==> src/v4au_pkg.sv <==
`timescale 1ns / 1ps

package v4au_pkg;

    localparam int CMD_W = 3;

    typedef enum logic [CMD_W-1:0] {
        CMD_ADD   = 3'd0,
        CMD_SUB   = 3'd1,
        CMD_DIV   = 3'd2,
        CMD_SCALE = 3'd3,
        CMD_DOT   = 3'd4,
        CMD_MAG   = 3'd5,
        CMD_NORM  = 3'd6
    } t_cmd;

endpackage

==> src/v4au_lane.sv <==
`timescale 1ns / 1ps

module v4au_lane #(
    parameter int W = 32
) (
    input  logic                 i_clk,
    input  logic                 i_en,
    input  v4au_pkg::t_cmd       i_cmd,
    input  logic [W-1:0]         i_a,
    input  logic [W-1:0]         i_b,
    input  logic [W-1:0]         i_scl,
    output logic [W-1:0]         o_addsub,
    output logic                 o_addsub_ovf,
    output logic [2*W-1:0]       o_prod,
    output logic                 o_prod_neg,
    output logic [W-1:0]         o_a_mag,
    output logic                 o_a_neg,
    output logic [W-1:0]         o_b_mag,
    output logic                 o_b_neg
);

    localparam logic [W-1:0] MAX_V = {1'b0, {(W-1){1'b1}}};
    localparam logic [W-1:0] MIN_V = {1'b1, {(W-1){1'b0}}};

    logic [W-1:0]   n_a_mag, n_b_mag, s_mag, op;
    logic           n_a_neg, n_b_neg, op_neg;
    logic [W:0]     t;
    logic [W-1:0]   n_addsub;
    logic           n_addsub_ovf;
    logic [2*W-1:0] n_prod;
    logic           n_prod_neg;

    logic [W-1:0]   r_addsub, r_a_mag, r_b_mag;
    logic           r_addsub_ovf, r_prod_neg, r_a_neg, r_b_neg;
    logic [2*W-1:0] r_prod;

    always_comb begin
        n_a_neg = i_a[W-1];
        n_b_neg = i_b[W-1];
        n_a_mag = n_a_neg ? (~i_a + 1'b1) : i_a;
        n_b_mag = n_b_neg ? (~i_b + 1'b1) : i_b;
        s_mag   = i_scl[W-1] ? (~i_scl + 1'b1) : i_scl;

        if (i_cmd == v4au_pkg::CMD_SUB) begin
            t = {i_a[W-1], i_a} - {i_b[W-1], i_b};
        end else begin
            t = {i_a[W-1], i_a} + {i_b[W-1], i_b};
        end
        if (t[W] != t[W-1]) begin
            n_addsub_ovf = 1'b1;
            n_addsub     = t[W] ? MIN_V : MAX_V;
        end else begin
            n_addsub_ovf = 1'b0;
            n_addsub     = t[W-1:0];
        end

        case (i_cmd)
            v4au_pkg::CMD_DOT: begin
                op     = n_b_mag;
                op_neg = n_b_neg;
            end
            v4au_pkg::CMD_SCALE: begin
                op     = s_mag;
                op_neg = i_scl[W-1];
            end
            v4au_pkg::CMD_MAG, v4au_pkg::CMD_NORM: begin
                op     = n_a_mag;
                op_neg = n_a_neg;
            end
            default: begin
                op     = '0;
                op_neg = 1'b0;
            end
        endcase
        n_prod     = {{W{1'b0}}, n_a_mag} * {{W{1'b0}}, op};
        n_prod_neg = n_a_neg ^ op_neg;
    end

    always_ff @(posedge i_clk) begin
        if (i_en) begin
            r_addsub     <= n_addsub;
            r_addsub_ovf <= n_addsub_ovf;
            r_prod       <= n_prod;
            r_prod_neg   <= n_prod_neg;
            r_a_mag      <= n_a_mag;
            r_a_neg      <= n_a_neg;
            r_b_mag      <= n_b_mag;
            r_b_neg      <= n_b_neg;
        end
    end

    assign o_addsub     = r_addsub;
    assign o_addsub_ovf = r_addsub_ovf;
    assign o_prod       = r_prod;
    assign o_prod_neg   = r_prod_neg;
    assign o_a_mag      = r_a_mag;
    assign o_a_neg      = r_a_neg;
    assign o_b_mag      = r_b_mag;
    assign o_b_neg      = r_b_neg;

endmodule

==> config.mk <==
export PLATFORM = sky130hd
export DESIGN_NAME = v4au_lane
export DESIGN_NICKNAME = d
export VERILOG_FILES = /design/src/v4au_pkg.sv /design/src/v4au_lane.sv
export SDC_FILE = /design/constraint.sdc
export NUM_CORES = 2
export LEC_CHECK = 0
export BUFFER_PORTS_ARGS = -buffer_cell sky130_fd_sc_hd__buf_2
export CORE_MARGIN = 2
export CORE_UTILIZATION = 23
export CTS_CLUSTER_DIAMETER = 60
export CTS_CLUSTER_SIZE = 25
export DETAILED_ROUTE_END_ITERATION = 10
export HOLD_SLACK_MARGIN = 0.05
export PLACE_DENSITY = 0.4
export SYNTH_ARGS = -nofsm -noshare
export SYNTH_HDL_FRONTEND = slang
export SYNTH_SLANG_ARGS = --single-unit
==> constraint.sdc <==
create_clock -name i_clk -period 13.9 [get_ports i_clk]
set_input_delay 0 -clock i_clk [delete_from_list [all_inputs] [get_ports i_clk]]
set_output_delay 0 -clock i_clk [all_outputs]
set_load 0.01 [all_outputs]
Yosys cells after proc, flatten, opt, wreduce, memory -nomap -nowiden
Index checks and enable logic that the tools add are counted.

$add $sub $neg: 5. Reduce and logical (&&, ||, !) cells: 1. Bitwise logic cells: 4. Multiplexer cells: 9. Eq/ne operators: 6. Multiply operators: 1.

Operators with widths (count): 2-to-1 mux 32 bit (5); adder 32 x 1 -> 32 bit, second input constant (3); inverter 32 bit (3); case mux 32 bit (3 select lines) (1); multiplier 32 x 32 -> 64 bit (1); adder 32 x 32 -> 33 bit (1); 2-to-1 mux 33 bit (1); subtractor 32 x 32 -> 33 bit (1); equality test 3 bit, second input constant (3); equality test 3 x 1 -> 1 bit, second input constant (1); equality test 3 x 2 -> 1 bit, second input constant (1); case mux 1 bit (3 select lines) (1); OR reduction 2 bit (1); 2-to-1 mux 1 bit (1); != test 1 bit (1); bitwise XOR 1 bit (1).

Output and inout port bits: 164. Register bits after elaboration: 164. Word-level logic and storage cells: 34. Input port bits: 101.

Logic depth before layout (Yosys ltp)
Depth after elaboration: 5. Depth in mapped cells: 38. Gate-level depth less buffers: 35.

Least setup slack after synthesis
Ideal clock, no wire load.

Path type: input to register. Start point: in i_a[0]. End point: reg r_prod[50] (netlist: o_prod[50]), data pin. Path slack: 4.981 ns. Arrival time: 8.643 ns. Stages on the path: 32. Buffers on the path: 3. Cells stage by stage: inv_1 -> clkbuf_1 -> ha_1 -> nand2_1 -> or2_1 -> o31ai_1 -> xor2_1 -> nand2_1 -> a32oi_1 -> clkbuf_1 -> nor2_1 -> fa_1 -> inv_1 -> fa_1 -> inv_1 -> fa_1 -> inv_1 -> fa_1 -> inv_1 -> fa_1 -> fa_1 -> fa_1 -> fa_1 -> ha_1 -> clkbuf_1 -> nand2_1 -> or4_1 -> a2bb2o_1 -> o21bai_1 -> o21ai_0 -> o311ai_0 -> xor2_1.

Word-level cells in the longest chain between the ends: 5.

Ends and longest elaborated chain: from (decl) (line v4au_lane.sv:9) `input logic [W-1:0] i_a,`; inverter 32 bit (line v4au_lane.sv:40) `n_a_mag = n_a_neg ? (~i_a + 1'b1) : i_a;`; adder 32 x 1 -> 32 bit (line v4au_lane.sv:40); 2-to-1 mux 32 bit (*) (line v4au_lane.sv:40); case mux 32 bit (3 select lines) (line v4au_lane.sv:57) `case (i_cmd)`; multiplier 32 x 32 -> 64 bit (*) (line v4au_lane.sv:75) `n_prod = {{W{1'b0}}, n_a_mag} * {{W{1'b0}}, op};`; named net n_prod[50] (line v4au_lane.sv:30) `logic [2*W-1:0] n_prod;`; to (signal assigned) (line v4au_lane.sv:83) `r_prod <= n_prod;`; to (decl) (line v4au_lane.sv:35) `logic [2*W-1:0] r_prod;`.

Mark *: on every way through the listed nets, which the timed path passes. The rest lies on a longest branch. A chain may end at the register's enable or synchronous reset.

Worst setup path in the final report
Start point: in i_a[10]. End point: reg r_prod[60] (netlist: o_prod[60]), data pin.

Same word-level chain as after synthesis.

==> flow_summary.json <==
{
  "status": "finished with violations",
  "violations": "max-capacitance violations",
  "layout_min_cycle_time_ns": 12.22,
  "crit_type": "input pin to flop",
  "dr.first_iter.drc_count": 2673,
  "critPathLaunchType": "input pin",
  "syn_avg_cell_area_sq_um": 8.923,
  "synth_area_leaders": "fa_1 42%, edfxtp_1 11%, ha_1 8.6%",
  "tns_ns": 0,
  "numPortBuffers": 264,
  "area_growth_pct": 13.18,
  "row_count": 159,
  "first_pass_iters": 5,
  "wl_per_cell_um": 25.24,
  "crit_arrival_ns": 12.52,
  "globalRoute.totalOverflow": 0,
  "min_path_type": "input pin to flop",
  "num-nets-final": 6339,
  "ys_seq_elements": 164,
  "slew_viol_final": 0,
  "ys_types": 84,
  "die-area_sq_mm": 0.1916,
  "clk_pin_slew_worst_paths_ns": 0.08,
  "drive_above_1_share_pct": 9.812,
  "crit_path_max_fanout": 17,
  "setup_viol_count_final": 0,
  "numCtsBuffers": 17,
  "final_cells": 7551,
  "cts_tree": "yes",
  "crit_family": "adder cells",
  "synth_edf_count": 164,
  "clkSinkCount": 164,
  "cp-end-kind": "flop",
  "root_buffer": "clkbuf_16",
  "hold_viol_final": 0,
  "seq_area_frac_synth_pct": 11.38,
  "start_util_pct": 23.08,
  "postCtsResizedCells": 0,
  "post_cts_buffers": 0,
  "rsz0062_at_grt": "no",
  "fillCellCount": 20520,
  "ys_warn_count": 0,
  "syn_area_sq_mm": 0.04326,
  "drc_errors": 0,
  "ant_nets": 0,
  "grt_pass1_vias": 37490,
  "max_stage_delay_ns": 1.23,
  "min_period_over_period_pct": 87.94,
  "syn_nets": 6145,
  "synthCells": 4848,
  "dpl.hpwl_mm": 150.2,
  "worst_slack_ns": 1.677,
  "timing.critical_path.buf_inv": 3,
  "cpMostUsedCell": "fa_1",
  "drv_cap": 1,
  "ys_async_sr_fraction_pct": 0,
  "dp.cells": 7479,
  "grt_pass1_wl_mm": 273.8,
  "track_usage_pct": 20.02,
  "io_pins": 265,
  "postRouteWirelength_mm": 190.6,
  "core_sq_mm": 0.1874,
  "grt_max_degree": 61,
  "antenna_found_initial": 9,
  "yosys.area.top_type": "fa_1",
  "cp_slowest_cell": "nor4_1",
  "fp.dieH_um": 437.7,
  "vias": 35470,
  "place_ws_ns": 1.403,
  "finalWeightedCongestion": 0.9428,
  "synth_ff_type": "edfxtp_1",
  "cts_buffer_depth": 2,
  "synth_top_area_share_pct": 41.51,
  "clock.fmax_mhz": 81.81,
  "slew_headroom_pct": 1.272,
  "worst_pin_slew_ns": 1.444,
  "post_drt_via_cell_ratio": 4.697,
  "htreeDepth": 4,
  "die_w_um": 437.7,
  "required_ns": 14.20
}
-- final timing paths --
check,slack (ns),to,start,cells past startpoint
worst min-delay path,0.09,o_prod[62]$_DFFE_PP_,i_en,1
worst max-delay path,1.68,o_prod[60]$_DFFE_PP_,i_a[10],28
-- area by class of cell --
class	instances	area (sq um)	area share [%]
timing repair buffer	429	2666	5.446
multi-input combinational	3429	33890	69.22
clock inverter	15	172.7	0.3527
clock buffer	17	425.4	0.8689
antenna	1	2.502	0.005111
inverter	1001	3757	7.675
tap	2495	3122	6.376
sequential	164	4925	10.06
-- through the flow --
stage	instance area (sq um)	utilization, %	hold slack, ns
after detailed placement	47970	25.60	0.3853
after CTS	48960	26.12	0.05178
after global placement	47970	25.60	0.3972
final	48960	26.12	0.08948
after global routing	48960	26.12	0.08580
after floorplan	43260	-	0.09887
-- timing repair --
item / in CTS / in global routing
setup endpoints to repair: 0 / 0
hold endpoints to repair: 35 / 0
hold buffers: 39 / 0
-- placed cells by master (no fill, tap or decap), drive strengths merged, types with 33 or more instances in the layout --
cell / synthesis / layout
a21o: 51 / 51
a21oi: 125 / 125
buf: 27 / 389
dlygate4sd3: 0 / 39
edfxtp: 164 / 164
fa: 897 / 897
ha: 299 / 299
inv: 989 / 996
nand2: 689 / 689
nand4: 33 / 33
nor2: 558 / 558
o21ai: 85 / 85
o31ai: 38 / 38
xnor2: 96 / 96
xor2: 107 / 107
-- routing by layer --
metal	GRT usage (%)	routed length (um)
met2	33.68	91360
met4	5.228	5093
met1	26.87	82760
met3	2.769	11360
met5	0	0
-- Yosys cell counts, drive strengths merged (14+ instances only) --
cell type    n
nor2       558
o31ai       38
nand2b      32
or3         14
o22ai       29
inv        989
o21a        14
and2        32
nor4        17
o41ai       19
a32oi       17
nand4       33
xor2       107
buf         27
a21oi      125
xnor2       96
nand3       29
o21bai      22
edfxtp     164
maj3        31
a32o        16
clkbuf     227
nor3        29
a21o        51
ha         299
nand2      689
fa         897
o21ai       85
-- registers in the layout, indices dropped and copies added (netlist names) --
| signal | cells |
|---|---|
| o_addsub | 32 |
| o_prod | 64 |
| o_a_mag | 32 |
| o_addsub_ovf | 1 |
| o_a_neg | 1 |
| o_b_mag | 32 |
| o_b_neg | 1 |
| o_prod_neg | 1 |
-- cell families after synthesis --
logic type	Yosys count	share of synthesized area (%)
and+or+nand+nor	1481	14.23
DFF	164	11.38
muxes	10	0.2430
adders and majority gates	1227	50.88
AOI/OAI and AO/OA	508	8.139
buffers and inverters	1255	10.97
xor gates and xnor gates	203	4.154
Power is not shown: default switching activity piles up to over one toggle a cycle in this logic, so the estimate is an artifact.
