[src/v4au_pkg.sv]
`timescale 1ns / 1ps

package v4au_pkg;

    localparam int CMD_W = 3;

    typedef enum logic [CMD_W-1:0] {
        CMD_ADD   = 3'd0,
        CMD_SUB   = 3'd1,
        CMD_DIV   = 3'd2,
        CMD_SCALE = 3'd3,
        CMD_DOT   = 3'd4,
        CMD_MAG   = 3'd5,
        CMD_NORM  = 3'd6
    } t_cmd;

endpackage

[src/v4au_merge.sv]
`timescale 1ns / 1ps

module v4au_merge #(
    parameter int W = 32,
    parameter int F = 16
) (
    input  logic                  i_clk,
    input  logic                  i_en,
    input  v4au_pkg::t_cmd        i_cmd,
    input  logic [3:0][W-1:0]     i_addsub,
    input  logic [3:0]            i_addsub_ovf,
    input  logic [3:0][2*W-1:0]   i_prod,
    input  logic [3:0]            i_prod_neg,
    output logic [3:0][W-1:0]     o_pre,
    output logic [W-1:0]          o_scal,
    output logic                  o_ovf,
    output logic [2*W+1:0]        o_sumsq
);

    localparam int DW = 2 * W + 3;
    localparam logic [DW-1:0] LIM_POS = {{(DW-W+1){1'b0}}, {(W-1){1'b1}}};
    localparam logic [DW-1:0] LIM_NEG = LIM_POS + 1'b1;

    function automatic logic [W:0] f_sat(input logic [DW-1:0] m, input logic neg);
        logic [DW-1:0] lim;
        logic [DW-1:0] mm;
        logic          ovf;
        lim = neg ? LIM_NEG : LIM_POS;
        ovf = (m > lim);
        mm  = ovf ? lim : m;
        return {ovf, neg ? (~mm[W-1:0] + 1'b1) : mm[W-1:0]};
    endfunction

    logic [DW-1:0]        acc, term, dmag;
    logic                 dneg;
    logic [W:0]           dres;
    logic [3:0][W:0]      sres;
    logic [2*W+1:0]       n_sumsq;
    logic [3:0][W-1:0]    n_pre;
    logic [W-1:0]         n_scal;
    logic                 n_ovf;

    logic [3:0][W-1:0]    r_pre;
    logic [W-1:0]         r_scal;
    logic                 r_ovf;
    logic [2*W+1:0]       r_sumsq;

    always_comb begin
        acc     = '0;
        n_sumsq = '0;
        for (int l = 0; l < 4; l++) begin
            term    = {3'b000, i_prod[l]};
            acc     = i_prod_neg[l] ? (acc - term) : (acc + term);
            n_sumsq = n_sumsq + {2'b00, i_prod[l]};
            sres[l] = f_sat(term >> F, i_prod_neg[l]);
        end
        dneg = acc[DW-1];
        dmag = dneg ? (~acc + 1'b1) : acc;
        dres = f_sat(dmag >> F, dneg);

        n_pre  = '0;
        n_scal = '0;
        n_ovf  = 1'b0;
        case (i_cmd)
            v4au_pkg::CMD_ADD, v4au_pkg::CMD_SUB: begin
                n_pre = i_addsub;
                n_ovf = |i_addsub_ovf;
            end
            v4au_pkg::CMD_SCALE: begin
                for (int l = 0; l < 4; l++) begin
                    n_pre[l] = sres[l][W-1:0];
                    n_ovf    = n_ovf | sres[l][W];
                end
            end
            v4au_pkg::CMD_DOT: begin
                n_scal = dres[W-1:0];
                n_ovf  = dres[W];
            end
            default: begin
                n_ovf = 1'b0;
            end
        endcase
    end

    always_ff @(posedge i_clk) begin
        if (i_en) begin
            r_pre   <= n_pre;
            r_scal  <= n_scal;
            r_ovf   <= n_ovf;
            r_sumsq <= n_sumsq;
        end
    end

    assign o_pre   = r_pre;
    assign o_scal  = r_scal;
    assign o_ovf   = r_ovf;
    assign o_sumsq = r_sumsq;

endmodule

[config.mk]
export PLATFORM = sky130hd
export DESIGN_NAME = v4au_merge
export DESIGN_NICKNAME = d
export VERILOG_FILES = /design/src/v4au_pkg.sv /design/src/v4au_merge.sv
export SDC_FILE = /design/constraint.sdc
export NUM_CORES = 2
export LEC_CHECK = 0
export ABC_AREA = 1
export BUFFER_PORTS_ARGS = -buffer_cell sky130_fd_sc_hd__buf_2
export CAP_MARGIN = 10
export CORE_AREA = 2 2 371 373
export DETAILED_ROUTE_END_ITERATION = 16
export DIE_AREA = 0 0 373 375
export PLACE_DENSITY = 0.62
export SYNTH_ARGS = -nofsm -noshare
export SYNTH_HDL_FRONTEND = slang
export SYNTH_SLANG_ARGS = --single-unit
export TNS_END_PERCENT = 5
[constraint.sdc]
create_clock -name i_clk -period 25.2 [get_ports i_clk]
set_clock_uncertainty 0.05 [all_clocks]
set_input_delay 5.04 -clock i_clk [delete_from_list [all_inputs] [get_ports i_clk]]
set_output_delay 5.04 -clock i_clk [all_outputs]
set_load 0.01 [all_outputs]
# Yosys cells after proc, flatten, opt, wreduce, memory -nomap -nowiden
# Index checks and enable logic that the tools add are counted.
[word_totals]
regBits = 227
wordCells = 65
[classes]
n_addsub = 16
n_lt_le_gt_ge = 5
eq_ne = 3
muxes = 22
bitwise = 9
n_reduce_logical = 3
[ops]
columns = ["cell", "count"]
rows = [
  ["$mux W32", 15],
  ["$mux W67", 5],
  ["$pmux W128 S2", 1],
  ["$add A67 B64 Y67", 3],
  ["$sub A67 B64 Y67", 3],
  ["$gt A48 B32 Y1", 4],
  ["$add A32 B1 Y32 const B", 5],
  ["$not A32 Y32", 5],
  ["$add A67 B1 Y67 const B", 1],
  ["$not A67 Y67", 1],
  ["$add A65 B64 Y66", 1],
  ["$add A66 B64 Y66", 1],
  ["$add A64 B64 Y65", 1],
  ["$sub A1 B64 Y65 const A", 1],
  ["$gt A51 B32 Y1", 1],
  ["$reduce_or A4 Y1", 1],
  ["$eq A3 B1 Y1 const B", 1],
  ["$eq A3 B2 Y1 const B", 1],
  ["$eq A3 B3 Y1 const B", 1],
  ["$logic_not A3 Y1", 1],
  ["$or A1 B1 Y1", 3],
  ["$pmux W1 S3", 1],
  ["$reduce_or A2 Y1", 1],
]

# Depth between registers and ports, before layout
[depth]
depth_word = 16
ltp_mapped = 92
mapped_depth_nobuf = 87

# Least setup slack after synthesis
# No wires, ideal clock.
[synth_timing]
path_kind = "input to register"
startpoint = "input i_prod_neg[0]"
endpoint = "register r_scal[24] (netlist: o_scal[24]), data pin"
arrival_time_ns = 17.302
required_time_ns = 24.897
setup_slack_ns = 7.596
path_stages = 88
path_buffers = 10
path_cell_list = "clkbuf_1 > inv_1 > clkbuf_1 > clkbuf_1 > nor2_1 > xnor2_1 > inv_1 > ha_1 > a21oi_1 > o21ai_0 > a21oi_1 > o21ai_0 > a21oi_1 > o21bai_1 > a21boi_0 > o31ai_1 > nand2_1 > nand2_1 > [52 not listed] > nand3_1 > nor2_1 > nand3_1 > nand3_2 > buf_4 > clkbuf_1 > nand2_1 > inv_1 > ha_1 > nand3_1 > nand2_2 > nand2_2 > nor2_2 > nand3_2 > nor2_2 > nand2_1 > nand2_1 > nor2_1"
[synth_via]
elab_chain_cells = 15
[synth_lines]
columns = ["item", "line_no", "source"]
rows = [
  ["start, declared", "v4au_merge.sv:13", "input logic [3:0] i_prod_neg,"],
  ["$mux W67 *", "v4au_merge.sv:53", "acc = i_prod_neg[l] ? (acc - term) : (acc + term);"],
  ["$add A67 B64 Y67 or $sub A67 B64 Y67 (tied branches)", "v4au_merge.sv:53", ""],
  ["$mux W67 *", "v4au_merge.sv:53", ""],
  ["$add A67 B64 Y67 or $sub A67 B64 Y67 (tied branches)", "v4au_merge.sv:53", ""],
  ["$mux W67 *", "v4au_merge.sv:53", ""],
  ["$add A67 B64 Y67 or $sub A67 B64 Y67 (tied branches)", "v4au_merge.sv:53", ""],
  ["$mux W67 *", "v4au_merge.sv:53", ""],
  ["$not A67 Y67", "v4au_merge.sv:58", "dmag = dneg ? (~acc + 1'b1) : acc;"],
  ["$add A67 B1 Y67", "v4au_merge.sv:58", ""],
  ["$mux W67", "v4au_merge.sv:58", ""],
  ["$gt A51 B32 Y1", "v4au_merge.sv:29", "ovf = (m > lim);"],
  ["$mux W32", "v4au_merge.sv:30", "mm = ovf ? lim : m;"],
  ["$not A32 Y32", "v4au_merge.sv:31", "return {ovf, neg ? (~mm[W-1:0] + 1'b1) : mm[W-1:0]};"],
  ["$add A32 B1 Y32", "v4au_merge.sv:31", ""],
  ["$mux W32 *", "v4au_merge.sv:31", ""],
  ["end signal, assigned", "v4au_merge.sv:88", "r_scal <= n_scal;"],
  ["end, declared", "v4au_merge.sv:44", "logic [W-1:0] r_scal;"],
]
# Every way passes the cells marked *; elsewhere a longest branch is shown, timed or not.
# A chain may end at the register's enable or synchronous reset.

# Worst setup path after layout
[layout_timing]
startpoint = "input i_prod[66] (netlist bit)"
endpoint = "register r_scal[24] (netlist: o_scal[24]), data pin"
[layout_via]
elab_chain_cells = 14
[layout_lines]
columns = ["item", "line_no", "source"]
rows = [
  ["start, declared", "v4au_merge.sv:12", "input logic [3:0][2*W-1:0] i_prod,"],
  ["$add A67 B64 Y67 or $sub A67 B64 Y67 (tied branches)", "v4au_merge.sv:53", ""],
  ["$mux W67 *", "v4au_merge.sv:53", ""],
  ["$add A67 B64 Y67 or $sub A67 B64 Y67 (tied branches)", "v4au_merge.sv:53", ""],
  ["$mux W67 *", "v4au_merge.sv:53", ""],
  ["$add A67 B64 Y67 or $sub A67 B64 Y67 (tied branches)", "v4au_merge.sv:53", ""],
  ["$mux W67 *", "v4au_merge.sv:53", ""],
  ["$not A67 Y67", "v4au_merge.sv:58", ""],
  ["$add A67 B1 Y67", "v4au_merge.sv:58", ""],
  ["$mux W67", "v4au_merge.sv:58", ""],
  ["$gt A51 B32 Y1", "v4au_merge.sv:29", ""],
  ["$mux W32", "v4au_merge.sv:30", ""],
  ["$not A32 Y32", "v4au_merge.sv:31", ""],
  ["$add A32 B1 Y32", "v4au_merge.sv:31", ""],
  ["$mux W32 *", "v4au_merge.sv:31", ""],
]
# Marked as above.

==> results.cfg <==
[sta]
max_slew_margin = 0.171
fin_setup_tns_ns = 0
fmax_mhz = 48.9
slew_violations = 0
setup_violations_final = 0
final_min_period_over_clock_period = 0.812
final.hold.worst_slack_ns = 4.57
hold_viol = 0
timing_worst_slew_pin_value_ns = 1.23
rsz0062_at_grt = false
layout_min_cycle_time_ns = 20.46

[yosys]
syn_area_per_cell_um2 = 6.21
post_synth_inst_count = 7617
synth_nets = 8566
synth_cell_types = 65
syn_area_um2 = 47300
number_of_warnings_issued_by_yosys = 0
ffs_latches_synth = 227
synth_seq_area_share = 0.144
synth_top_flop_cell = sky130_fd_sc_hd__edfxtp_1
synth_edf_count = 227
postSynth.asyncResetShare = 0

[drt]
drt-initial-drc-count = 4731
post_drt_wl_per_cell_um = 23.9
route.final.wire_length_um = 239000
detail_route.first_pass.iterations = 7
post-route-drc-count = 0
drt-vias-per-instance = 5.47
final_ant_viol_nets = 0
vias = 54820

[setup_path]
crit_buf_inv = 8
crit_path_leading_delay_family = simple AND/OR/NAND/NOR gates
worst-endpoint-arrival_ns = 20.81
critical_path.endpoint_type = flip-flop
critPathLaunchType = input pin
crit_path_max_fanout = 84
cp_common_cell = sky130_fd_sc_hd__nand2_1
crit_start = i_prod[66]
crit_path_max_incr_delay_ns = 0.88
cp_slowest_cell = sky130_fd_sc_hd__o311ai_0
path_class = in2reg
crit_required_ns = 25.55

[layout]
fin_nets = 9129
drive_above_1_share = 0.115
syn2layout_area_growth_pct = 13.3
multi_input_comb_area_um2 = 35800
layout.core_utilization = 0.393
fillCellCount = 14961
seq_area_um2 = 6820

[clock_tree]
cts.root.buffer_cell = sky130_fd_sc_hd__clkbuf_16
tritoncts = yes
clock-sinks = 227
post_cts_resized = 0
register_clock_pin_slew_on_the_reported_worst_setup_and_hold_paths_ns = 0.06
cts.path.max_buffers = 3
ctsHoldBuffers = 0
cts_max_level = 1
numCtsBuffers = 31
cts_post_setup_buffers_inserted = 0

[run]
drv_cap = 0

[pwr]
power.density_cell_area_nw_per_um2 = 142
p_leak_nw = 26.0
irDropWorstVdd_v = 0.0000856

[grt]
number_of_antenna_violations_at_the_first_check_in_global_routing = 34
globalRouteOverflowTotal = 0
first_global_vias = 54014
grt_pass1_wl_um = 345000
grt_max_degree = 85
grt.total_usage = 0.329

[floorplan]
row_count = 136
floorplan.initialDensity = 0.347
die_w_um = 373
ios = 624
dieArea_um2 = 140000
core_region_area_um2 = 136000
die_height_um = 375

[placed_design]
buffer_ports.inserted = 623
place_congestion = 1.07
post-dp-hpwl_um = 205000

[hold_path]
min-delay-start = i_addsub[20]
hold_path.class = in2reg

[run_status]
outcome = finished clean
[state kept, by name, indices dropped and copies added (netlist names)]
register	flops
o_scal	32
o_ovf	1
o_pre	128
o_sumsq	66
[layer usage]
metal	GRT usage	part of all wire	up-vias
li1	-	-	26249
met1	0.383	0.39	25488
met2	0.567	0.47	2410
met3	0.0528	0.070	647
met4	0.198	0.067	26
met5	0	0.00071	-
[cells in the mapped netlist (all sizes together), types with 126 or more instances]
| cell type | number | area share |
|---|---|---|
| nand4 | 171 | 0.023 |
| o21ai | 412 | 0.044 |
| a21oi | 529 | 0.056 |
| xor2 | 348 | 0.065 |
| nor2 | 1015 | 0.086 |
| xnor2 | 126 | 0.023 |
| nor3 | 131 | 0.015 |
| nand3 | 397 | 0.044 |
| fa | 131 | 0.055 |
| inv | 1111 | 0.088 |
| nand2 | 2043 | 0.17 |
| ha | 421 | 0.11 |
| edfxtp | 227 | 0.14 |
[report_power, final]
| group | internal [mW] | switching (mW) |
|---|---|---|
| clock network | 0.309 | 0.208 |
| logic | 1.87 | 4.68 |
| registers | 0.533 | 0.0250 |
[cells by family after synthesis]
logic type,Yosys count,share of synthesized area
xor gates and xnor gates,474,0.0879
buffers and inverters,1243,0.101
adders and majority gates,552,0.167
AOI/OAI and AO/OA,1235,0.148
and+or+nand+nor,3886,0.353
DFF,227,0.144
[stage by stage]
step | setup slack [ns] | instance area [µm²] | power [mW] | instances
after global routing | 3.43 | 53500 | 8.31 | 10005
final | 4.74 | 53600 | 7.63 | 10014
after CTS | 5.04 | 53500 | 7.55 | 9999
after global placement | 4.67 | 52400 | 6.99 | 9941
after detailed placement | 4.38 | 52400 | 6.99 | 9941
after floorplan | 7.60 | 47300 | 4.95 | 7617
[final timing paths]
check,slack [ns],depth (start not counted),to
worst max-delay path,4.74,70,o_scal[24]
worst min-delay path,4.57,3,o_pre[20]
[cells in the final DEF, fill, tap and decap left out, types with 15 or more instances in the layout]
cell type                      n
sky130_fd_sc_hd__nor2_4       15
sky130_fd_sc_hd__o211ai_1     25
sky130_fd_sc_hd__a32o_1       25
sky130_fd_sc_hd__a21oi_1     526
sky130_fd_sc_hd__nand2_2      65
sky130_fd_sc_hd__o31ai_1      39
sky130_fd_sc_hd__a31oi_1      65
sky130_fd_sc_hd__o21a_1       28
sky130_fd_sc_hd__o21ai_0     388
sky130_fd_sc_hd__buf_2       618
sky130_fd_sc_hd__inv_2        37
sky130_fd_sc_hd__clkbuf_16    31
sky130_fd_sc_hd__fa_1        131
sky130_fd_sc_hd__xor2_1      347
sky130_fd_sc_hd__diode_2      15
sky130_fd_sc_hd__nand3_1     382
sky130_fd_sc_hd__o21ai_1      23
sky130_fd_sc_hd__edfxtp_1    227
sky130_fd_sc_hd__nand3b_1     19
sky130_fd_sc_hd__o21bai_1     17
sky130_fd_sc_hd__nor2_1      947
sky130_fd_sc_hd__ha_1        421
sky130_fd_sc_hd__nor4_1       71
sky130_fd_sc_hd__inv_1      1075
sky130_fd_sc_hd__nand2_1    1965
sky130_fd_sc_hd__nor2_2       52
sky130_fd_sc_hd__nor3_1      121
sky130_fd_sc_hd__buf_4        38
sky130_fd_sc_hd__nand4_1     171
sky130_fd_sc_hd__xnor2_1     126
[final cells by class]
cell class,instances,share of cell area
clock buffer,36,0.0148
clock inverter,22,0.00640
timing repair buffer,657,0.0633
sequential,227,0.127
inverter,1116,0.0782
antenna,15,0.000701
multi-input combinational,6147,0.667
tap,1794,0.0419
(Power assumes the default switching activity.)
